--- config.mk ---
export PLATFORM = sky130hd
export DESIGN_NAME = dual_protocol_serial_deframer
export DESIGN_NICKNAME = d
export VERILOG_FILES = /design/src/hdl/dpsd_pkg.sv /design/src/hdl/dpsd_step.sv /design/src/hdl/dual_protocol_serial_deframer.sv
export SDC_FILE = /design/constraint.sdc
export NUM_CORES = 1
export LEC_CHECK = 0
export BUFFER_PORTS_ARGS = -buffer_cell sky130_fd_sc_hd__buf_2
export CORE_ASPECT_RATIO = 1.1
export CORE_MARGIN = 1
export CORE_UTILIZATION = 65
export DETAILED_ROUTE_END_ITERATION = 12
export PLACE_DENSITY = 0.87
export SLEW_MARGIN = 30
export SYNTH_ARGS = -nofsm -noshare
export SYNTH_HDL_FRONTEND = slang
export SYNTH_SLANG_ARGS = --single-unit
--- constraint.sdc ---
create_clock -name clk_i -period 10.8 [get_ports clk_i]
set_clock_uncertainty 0.15 [all_clocks]
set_input_delay 0.54 -clock clk_i [delete_from_list [all_inputs] [get_ports clk_i]]
set_output_delay 0.54 -clock clk_i [all_outputs]
set_load 0.02 [all_outputs]
--- src/hdl/dpsd_pkg.sv ---
// Shared types, constants and the CRC-16/XMODEM byte update for the deframer.
`timescale 1ns / 1ps
`default_nettype none

package dpsd_pkg;

  // Largest MSP payload held; larger size bytes drop the frame.
  localparam logic [7:0] MSP_BUF_BYTES = 8'd192;

  // Opcodes on the input channel
  localparam logic [1:0] OP_DATA      = 2'd0;
  localparam logic [1:0] OP_FORCE_FW  = 2'd1;
  localparam logic [1:0] OP_FORCE_MSP = 2'd2;

  // Framing characters
  localparam logic [7:0] CH_DOLLAR = 8'h24;  // '$'
  localparam logic [7:0] CH_M      = 8'h4D;  // 'M'
  localparam logic [7:0] CH_LT     = 8'h3C;  // '<'
  localparam logic [7:0] CH_GT     = 8'h3E;  // '>'
  localparam logic [7:0] CH_SLASH  = 8'h2F;  // '/'

  localparam logic [15:0] CRC_POLY    = 16'h1021;
  localparam logic [8:0]  FW_LEN_ZERO = 9'd256;

  typedef enum logic [2:0] {
    MP_IDLE,
    MP_START,
    MP_M,
    MP_ARROW,
    MP_SIZE,
    MP_BODY
  } msp_phase_e;

  typedef enum logic [2:0] {
    FP_IDLE,
    FP_START,
    FP_CMD,
    FP_AHI,
    FP_ALO,
    FP_BODY,
    FP_CRC1,
    FP_CRC2
  } fw_phase_e;

  typedef struct packed {
    logic        four_way;
    msp_phase_e  msp_phase;
    logic        msp_is_command;
    logic [7:0]  msp_length;
    logic [7:0]  msp_count;
    logic [7:0]  msp_xor;
    logic [7:0]  msp_command;
    fw_phase_e   fw_phase;
    logic [7:0]  fw_command;
    logic [15:0] fw_address;
    logic [8:0]  fw_length;
    logic [8:0]  fw_count;
    logic [15:0] fw_crc;
    logic [7:0]  fw_crc_high;
  } state_t;

  localparam state_t STATE_RESET = '{
    four_way:       1'b0,
    msp_phase:      MP_IDLE,
    msp_is_command: 1'b0,
    msp_length:     8'd0,
    msp_count:      8'd0,
    msp_xor:        8'd0,
    msp_command:    8'd0,
    fw_phase:       FP_IDLE,
    fw_command:     8'd0,
    fw_address:     16'd0,
    fw_length:      9'd0,
    fw_count:       9'd0,
    fw_crc:         16'd0,
    fw_crc_high:    8'd0
  };

  typedef struct packed {
    logic        consumed;
    logic        frame_valid;
    logic        check_failed;
    logic        protocol;
    logic        payload_strobe;
    logic [7:0]  payload_index;
    logic [7:0]  payload_byte;
    logic [7:0]  command;
    logic [15:0] address;
    logic [8:0]  payload_len;
  } result_t;

  // One byte through CRC-16/XMODEM, MSB first
  function automatic logic [15:0] crc_step(input logic [15:0] crc, input logic [7:0] c);
    logic [15:0] v;
    v = crc ^ {c, 8'h00};
    for (int i = 0; i < 8; i++) begin
      if (v[15]) begin
        v = {v[14:0], 1'b0} ^ CRC_POLY;
      end else begin
        v = {v[14:0], 1'b0};
      end
    end
    return v;
  endfunction

endpackage

`default_nettype wire

--- src/hdl/dpsd_step.sv ---
// Per-word next-state and result logic for both frame parsers.
`timescale 1ns / 1ps
`default_nettype none

module dpsd_step (
  input  wire logic [1:0]      opcode_i,
  input  wire logic [7:0]      data_byte_i,
  input  wire dpsd_pkg::state_t cur_i,
  output dpsd_pkg::state_t     nxt_o,
  output dpsd_pkg::result_t    res_o
);

  logic mode;
  logic fw_good;
  logic [8:0] fw_count_inc;

  assign fw_count_inc = cur_i.fw_count + 9'd1;
  assign fw_good      = ({cur_i.fw_crc_high, data_byte_i} == cur_i.fw_crc);

  always_comb begin
    nxt_o = cur_i;
    res_o = '0;
    mode  = cur_i.four_way;

    case (opcode_i)
      dpsd_pkg::OP_DATA: begin
        if (mode && cur_i.fw_phase == dpsd_pkg::FP_IDLE
            && data_byte_i == dpsd_pkg::CH_DOLLAR) begin
          mode = 1'b0;
        end
        if (!mode && cur_i.msp_phase == dpsd_pkg::MP_IDLE
            && data_byte_i == dpsd_pkg::CH_SLASH) begin
          mode = 1'b1;
        end
        res_o.consumed = 1'b1;

        if (mode) begin
          case (cur_i.fw_phase)
            dpsd_pkg::FP_START: begin
              nxt_o.fw_command = data_byte_i;
              nxt_o.fw_crc     = dpsd_pkg::crc_step(cur_i.fw_crc, data_byte_i);
              nxt_o.fw_phase   = dpsd_pkg::FP_CMD;
            end
            dpsd_pkg::FP_CMD: begin
              nxt_o.fw_address = {data_byte_i, 8'h00};
              nxt_o.fw_crc     = dpsd_pkg::crc_step(cur_i.fw_crc, data_byte_i);
              nxt_o.fw_phase   = dpsd_pkg::FP_AHI;
            end
            dpsd_pkg::FP_AHI: begin
              nxt_o.fw_address = {cur_i.fw_address[15:8], data_byte_i};
              nxt_o.fw_crc     = dpsd_pkg::crc_step(cur_i.fw_crc, data_byte_i);
              nxt_o.fw_phase   = dpsd_pkg::FP_ALO;
            end
            dpsd_pkg::FP_ALO: begin
              nxt_o.fw_length = (data_byte_i == 8'd0) ? dpsd_pkg::FW_LEN_ZERO
                                                      : {1'b0, data_byte_i};
              nxt_o.fw_count  = 9'd0;
              nxt_o.fw_crc    = dpsd_pkg::crc_step(cur_i.fw_crc, data_byte_i);
              nxt_o.fw_phase  = dpsd_pkg::FP_BODY;
            end
            dpsd_pkg::FP_BODY: begin
              res_o.payload_strobe = 1'b1;
              res_o.payload_index  = cur_i.fw_count[7:0];
              res_o.payload_byte   = data_byte_i;
              nxt_o.fw_crc         = dpsd_pkg::crc_step(cur_i.fw_crc, data_byte_i);
              nxt_o.fw_count       = fw_count_inc;
              if (fw_count_inc == cur_i.fw_length) begin
                nxt_o.fw_phase = dpsd_pkg::FP_CRC1;
              end
            end
            dpsd_pkg::FP_CRC1: begin
              nxt_o.fw_crc_high = data_byte_i;
              nxt_o.fw_phase    = dpsd_pkg::FP_CRC2;
            end
            dpsd_pkg::FP_CRC2: begin
              if (fw_good) begin
                res_o.frame_valid = 1'b1;
                nxt_o.msp_phase   = dpsd_pkg::MP_IDLE;
              end else begin
                res_o.check_failed = 1'b1;
              end
              nxt_o.fw_phase = dpsd_pkg::FP_IDLE;
            end
            default: begin
              nxt_o.fw_phase = dpsd_pkg::FP_IDLE;
              if (data_byte_i == dpsd_pkg::CH_SLASH) begin
                nxt_o.fw_phase = dpsd_pkg::FP_START;
                nxt_o.fw_crc   = dpsd_pkg::crc_step(16'h0000, data_byte_i);
              end else begin
                res_o.consumed = 1'b0;
              end
            end
          endcase
        end else begin
          case (cur_i.msp_phase)
            dpsd_pkg::MP_START: begin
              nxt_o.msp_phase = (data_byte_i == dpsd_pkg::CH_M) ? dpsd_pkg::MP_M
                                                                : dpsd_pkg::MP_IDLE;
            end
            dpsd_pkg::MP_M: begin
              if (data_byte_i == dpsd_pkg::CH_LT || data_byte_i == dpsd_pkg::CH_GT) begin
                nxt_o.msp_is_command = (data_byte_i == dpsd_pkg::CH_LT);
                nxt_o.msp_phase      = dpsd_pkg::MP_ARROW;
              end else begin
                nxt_o.msp_phase = dpsd_pkg::MP_IDLE;
              end
            end
            dpsd_pkg::MP_ARROW: begin
              if (data_byte_i > dpsd_pkg::MSP_BUF_BYTES) begin
                nxt_o.msp_phase = dpsd_pkg::MP_IDLE;
              end else begin
                nxt_o.msp_length = data_byte_i;
                nxt_o.msp_count  = 8'd0;
                nxt_o.msp_xor    = data_byte_i;
                nxt_o.msp_phase  = dpsd_pkg::MP_SIZE;
              end
            end
            dpsd_pkg::MP_SIZE: begin
              nxt_o.msp_command = data_byte_i;
              nxt_o.msp_xor     = cur_i.msp_xor ^ data_byte_i;
              nxt_o.msp_phase   = dpsd_pkg::MP_BODY;
            end
            dpsd_pkg::MP_BODY: begin
              if (cur_i.msp_count < cur_i.msp_length) begin
                nxt_o.msp_xor        = cur_i.msp_xor ^ data_byte_i;
                res_o.payload_strobe = 1'b1;
                res_o.payload_index  = cur_i.msp_count;
                res_o.payload_byte   = data_byte_i;
                nxt_o.msp_count      = cur_i.msp_count + 8'd1;
              end else begin
                if (cur_i.msp_xor == data_byte_i) begin
                  res_o.frame_valid = cur_i.msp_is_command;
                  nxt_o.fw_phase    = dpsd_pkg::FP_IDLE;
                end else begin
                  res_o.check_failed = 1'b1;
                end
                nxt_o.msp_phase = dpsd_pkg::MP_IDLE;
              end
            end
            default: begin
              nxt_o.msp_phase = dpsd_pkg::MP_IDLE;
              if (data_byte_i == dpsd_pkg::CH_DOLLAR) begin
                nxt_o.msp_phase = dpsd_pkg::MP_START;
              end else begin
                res_o.consumed = 1'b0;
              end
            end
          endcase
        end
      end
      dpsd_pkg::OP_FORCE_FW: begin
        mode = 1'b1;
      end
      dpsd_pkg::OP_FORCE_MSP: begin
        mode = 1'b0;
      end
      default: begin
        mode = cur_i.four_way;
      end
    endcase

    nxt_o.four_way = mode;
    res_o.protocol = mode;
    if (mode) begin
      res_o.command     = nxt_o.fw_command;
      res_o.address     = nxt_o.fw_address;
      res_o.payload_len = nxt_o.fw_length;
    end else begin
      res_o.command     = nxt_o.msp_command;
      res_o.address     = 16'd0;
      res_o.payload_len = {1'b0, nxt_o.msp_length};
    end
  end

endmodule

`default_nettype wire

--- src/hdl/dual_protocol_serial_deframer.sv ---
// Top level: MSP v1 and four-way serial deframer with input and result registers.
//
// Input channel: one word per handshake (in_valid_i high, in_stall_o low),
// carrying an opcode and a received serial byte. Opcode 0 parses the byte,
// 1 forces four-way mode, 2 forces MSP mode; code 3 changes nothing.
// Output channel: exactly one result word per input word, in order, on
// out_valid_o, held while out_stall_i is high.
// Path: an accepted word waits in the input register and is parsed as it
// moves into the result register, from which its result is shown.
// Throughput: one word per cycle while the receiver does not stall; the parser state update is a single
// pass of byte-wide logic (XOR, compares, one unrolled CRC byte step).
// Reset: both parsers idle, MSP mode, all header fields zero, both
// registers empty.
// Stall: while the result register is full and stalled the input register
// holds its word and in_stall_o rises, so at most two words are in flight.
`timescale 1ns / 1ps
`default_nettype none

module dual_protocol_serial_deframer (
  input  wire logic        clk_i,
  input  wire logic        rst_ni,
  // input channel
  input  wire logic        in_valid_i,
  output logic             in_stall_o,
  input  wire logic [1:0]  opcode_i,
  input  wire logic [7:0]  data_byte_i,
  // output channel
  output logic             out_valid_o,
  input  wire logic        out_stall_i,
  output logic             consumed_o,
  output logic             frame_valid_o,
  output logic             check_failed_o,
  output logic             protocol_o,
  output logic             payload_strobe_o,
  output logic [7:0]       payload_index_o,
  output logic [7:0]       payload_byte_o,
  output logic [7:0]       command_o,
  output logic [15:0]      address_o,
  output logic [8:0]       payload_len_o
);

  // Input register
  logic       in_valid_q, in_valid_d;
  logic [1:0] opcode_q;
  logic [7:0] byte_q;

  // Parser state and result register
  dpsd_pkg::state_t  state_q, state_d;
  dpsd_pkg::result_t res_q, res_d;
  logic              out_valid_q, out_valid_d;

  logic advance;
  logic in_take;

  // Move the held word into the result register whenever that slot frees up
  assign advance    = in_valid_q && (!out_valid_q || !out_stall_i);
  assign in_stall_o = in_valid_q && !advance;
  assign in_take    = in_valid_i && !in_stall_o;

  always_comb begin
    in_valid_d = in_valid_q;
    if (in_take) begin
      in_valid_d = 1'b1;
    end else if (advance) begin
      in_valid_d = 1'b0;
    end
    out_valid_d = advance || (out_valid_q && out_stall_i);
  end

  dpsd_step u_step (
    .opcode_i    (opcode_q),
    .data_byte_i (byte_q),
    .cur_i       (state_q),
    .nxt_o       (state_d),
    .res_o       (res_d)
  );

  // Control: valid flags and parser state
  always_ff @(posedge clk_i or negedge rst_ni) begin
    if (!rst_ni) begin
      in_valid_q  <= 1'b0;
      out_valid_q <= 1'b0;
      state_q     <= dpsd_pkg::STATE_RESET;
    end else begin
      in_valid_q  <= in_valid_d;
      out_valid_q <= out_valid_d;
      if (advance) begin
        state_q <= state_d;
      end
    end
  end

  // Payload: held word and finished result
  always_ff @(posedge clk_i) begin
    if (in_take) begin
      opcode_q <= opcode_i;
      byte_q   <= data_byte_i;
    end
    if (advance) begin
      res_q <= res_d;
    end
  end

  assign out_valid_o      = out_valid_q;
  assign consumed_o       = res_q.consumed;
  assign frame_valid_o    = res_q.frame_valid;
  assign check_failed_o   = res_q.check_failed;
  assign protocol_o       = res_q.protocol;
  assign payload_strobe_o = res_q.payload_strobe;
  assign payload_index_o  = res_q.payload_index;
  assign payload_byte_o   = res_q.payload_byte;
  assign command_o        = res_q.command;
  assign address_o        = res_q.address;
  assign payload_len_o    = res_q.payload_len;

endmodule

`default_nettype wire

==> metrics.csv <==
stage,metric,value,unit
run_status,outcome,finished with violations,
run_status,violations,hold timing,
worst_setup_path,arrival,3.97,ns
route,ant_nets,0,
route,vias,6955,
timing,post-route-period-util,36.4,%
clocking,cts_tree,yes,
placed_design,dp.final_hpwl,14.2,mm
timing,finalHoldViolCount,3,
finish,syn2layout_area_growth,11.0,%
floorplan,rows,44,
synth,netlist_area,8900,um^2
finish,n_antenna_cell,0,
power,peakVddDrop,134,uV
timing,rsz0062_at_grt,false,
clocking,cts.path.max_buffers,2,
route,drcViolationCount,0,
floorplan,start_util,67.1,%
route,drt_iter0_drc,772,
worst_setup_path,max_stage_delay,0.77,ns
route,wl_per_cell,20.1,um
synth,async_flop_share,62.8,%
timing,timing.fmax,254,MHz
run,maxCapViolCount,0,
finish,fin_nets,905,
timing,worst_slew_pin_slew,0.916,ns
global_route,top_usage_layer,met2,
floorplan,coreArea,13300,um^2
synth,postSynthAreaPerCell,10.6,um^2
global_route,grtUsageMet1,42.5,%
worst_setup_path,r2r_cells,6,
synth,yosysWarnings,0,
global_route,grt_pass1_vias,6761,
synth,postSynthCellCount,841,
worst_setup_path,cp_top_family,compound AO/OA/AOI/OAI gates,
clocking,cts.sinks,172,
global_route,grt_overflow,0,
global_route,grt_max_degree,57,
timing,fin_crit,3.93,ns
synth,synth-main-ff-cell,dfrtp_1,
floorplan,pin_count,70,
finish,nFillCells,836,
worst_setup_path,crit_buf_inv,1,
worst_setup_path,cp-end-kind,flop,
global_route,grtUsageMet3,7.25,%
clocking,clk_latency,0.43,ns
timing,setup-violations-final,0,
worst_setup_path,r2r_start,byte_q[0]$_DFFE_PP_,
finish,final_core_util,74.5,%
floorplan,die_w,114,um
worst_setup_path,cp_data_required_time,10.84,ns
route,firstDrtPassIters,6,
power,leakagePower,0.00432,uW
synth,synth_top_area_share,30.4,%
synth,synth_edf_count,64,
global_route,antenna_found_initial,0,
power,p_per_area,207,nW/um^2
worst_setup_path,start_kind,flop,
synth,synth_cell_types,70,
route,drt-total-wl,21.6,mm
global_route,met2_usage,49.9,%
worst_setup_path,r2r-end,address_o[9]$_SDFFCE_PP0P_,
worst_setup_path,crit_fanout,23,
timing,hold_ws,-0.00979,ns
clocking,cts_root_buffer,clkbuf_16,
placed_design,placed_cells,1042,
synth,ys_ff_latch,172,
timing,maxSlewHeadroom,38.9,%
timing,tns,0,ns
route,avgViaCountPerCell,6.47,
clocking,ctsResizeCount,0,
clocking,postCtsSetupBuffers,0,
worst_setup_path,worstPathCellList,or4_4 -> o41a_1 -> or2_1 -> o21ai_2 -> inv_1 -> a32o_1,
clocking,hold_buffers,0,
synth,yosysSeqAreaShare,52.0,%
global_route,grt_pass1_wl,34.7,mm
placed_design,io_buffers,69,
worst_setup_path,crit_path_top_delay_cell,edfxtp_1,
global_route,gr-usage-all-layers,31.7,%
floorplan,die_h,125,um
worst_setup_path,r2r_slack,6.87,ns
clocking,cts.reportedPaths.clkPinSlew,0.07,ns
clocking,htreeDepth,4,
synth,yosysTopAreaCell,dfrtp_1,
finish,finalNonFillerCells,1075,
worst_hold_path,min_path_type,in -> async,
synth,synth_nets,868,
synth,synth_area_leaders,"dfrtp_1, edfxtp_1, xor2_1",
finish,drive_above_1_share,18.6,%
placed_design,finalWeightedCongestion,0.969,
clocking,numCtsBuffers,17,
floorplan,dieArea,14200,um^2
timing,final_max_slew_viol_count,0,
worst_setup_path,crit_type,reg -> reg,
Yosys cell counts, types with 13 or more instances:
library cell	count
and2_1	13
xor2_1	48
mux2_2	36
o21ai_0	41
dfrtp_1	108
xnor2_1	27
nor2_1	85
o22ai_1	16
nor3_1	13
clkbuf_1	37
ha_1	13
o21ai_1	16
a22oi_1	16
inv_1	16
a22o_1	24
a21oi_1	15
edfxtp_1	64
nand2_1	82
layout make-up:
| class | count | area (um^2) | share of cell area, % |
|---|---|---|---|
| clock inverters | 13 | 153 | 1.55 |
| multi-input cells | 594 | 3940 | 39.9 |
| flip-flops and latches | 172 | 4620 | 46.8 |
| inverters | 16 | 62.6 | 0.633 |
| clock buffers | 19 | 453 | 4.59 |
| well taps | 184 | 230 | 2.33 |
| repair buffers | 77 | 415 | 4.21 |
sequential cells by signal (all words and copies together), names as in the netlist:
signal / count
byte_q: 8
state_q: 106
frame_valid_o: 1
opcode_q: 2
check_failed_o: 1
consumed_o: 1
command_o: 8
payload_strobe_o: 1
protocol_o: 1
in_valid_q: 1
address_o: 16
out_valid_o: 1
payload_byte_o: 8
payload_len_o: 9
payload_index_o: 8
metal layers:
metal  up-vias  wire length, um
met5         -                0
li1       3105                -
met4         0              643
met3        63             2000
met1      3354             8610
met2       433            10300
logic make-up after synthesis:
group                      count (synthesis)  synth area share [%]
adders and majority gates                 13                  1.83
muxes                                     39                  4.89
and+or+nand+nor                          281                  15.6
xor gates and xnor gates                  75                  7.38
buffers and inverters                     75                  3.84
DFF                                      172                  52.0
AOI/OAI and AO/OA                        186                  14.5
layout by cell type, fill, tap and decap left out, types with 4 or more instances in the layout:
master,n
a22oi_1,16
o221ai_1,7
o21ai_2,6
xor2_1,48
nand3b_1,8
a21o_1,6
buf_2,68
xnor2_1,27
nor3_1,13
nand2b_1,12
o31ai_1,4
nand4_1,9
inv_6,5
o22ai_1,16
nand3_1,11
o21ai_1,16
ha_1,13
o21ai_0,41
and4_1,4
dfrtp_1,108
and2_1,13
a22o_1,24
nand2_1,82
clkbuf_16,17
and3_1,4
edfxtp_1,64
a31oi_1,7
or3_1,4
buf_4,8
nor2_1,85
nor4_1,9
a32o_1,8
mux2_2,36
a21oi_1,15
inv_1,15
worst max path at each step:
stage                              from  slack, ns  cells past startpoint                           to
floorplan                   out_stall_i       7.10                      8       state_q[0]$_DFFE_PN0P_
global placement            out_stall_i       7.12                      7       state_q[1]$_DFFE_PN0P_
detailed placement  byte_q[0]$_DFFE_PP_       7.04                      6   address_o[9]$_SDFFCE_PP0P_
CTS                 byte_q[0]$_DFFE_PP_       6.93                      6   address_o[9]$_SDFFCE_PP0P_
global route        byte_q[0]$_DFFE_PP_       6.76                      6  address_o[11]$_SDFFCE_PP0P_
finish              byte_q[0]$_DFFE_PP_       6.87                      6   address_o[9]$_SDFFCE_PP0P_
worst reg2reg max path, stage by stage, from the launching register on:
cell and delay, ns:
edfxtp_1 0.77, or4_4 0.69, o41a_1 0.50, or2_1 0.42
o21ai_2 0.48, inv_1 0.34, a32o_1 0.34
through the flow:
stage	instance area [um^2]	total power [uW]	worst slack (ns)
final	9880	2040	6.87
after global routing	9880	2130	6.76
after CTS	9860	2040	6.93
after detailed placement	9260	1410	7.04
after global placement	9250	1380	7.12
after floorplan	8900	1280	7.10
power breakdown:
group          internal [uW]  switching (uW)
logic                    216             310
clock network            359             266
registers                792             101
No activity file was read; power rests on OpenSTA's default activity.
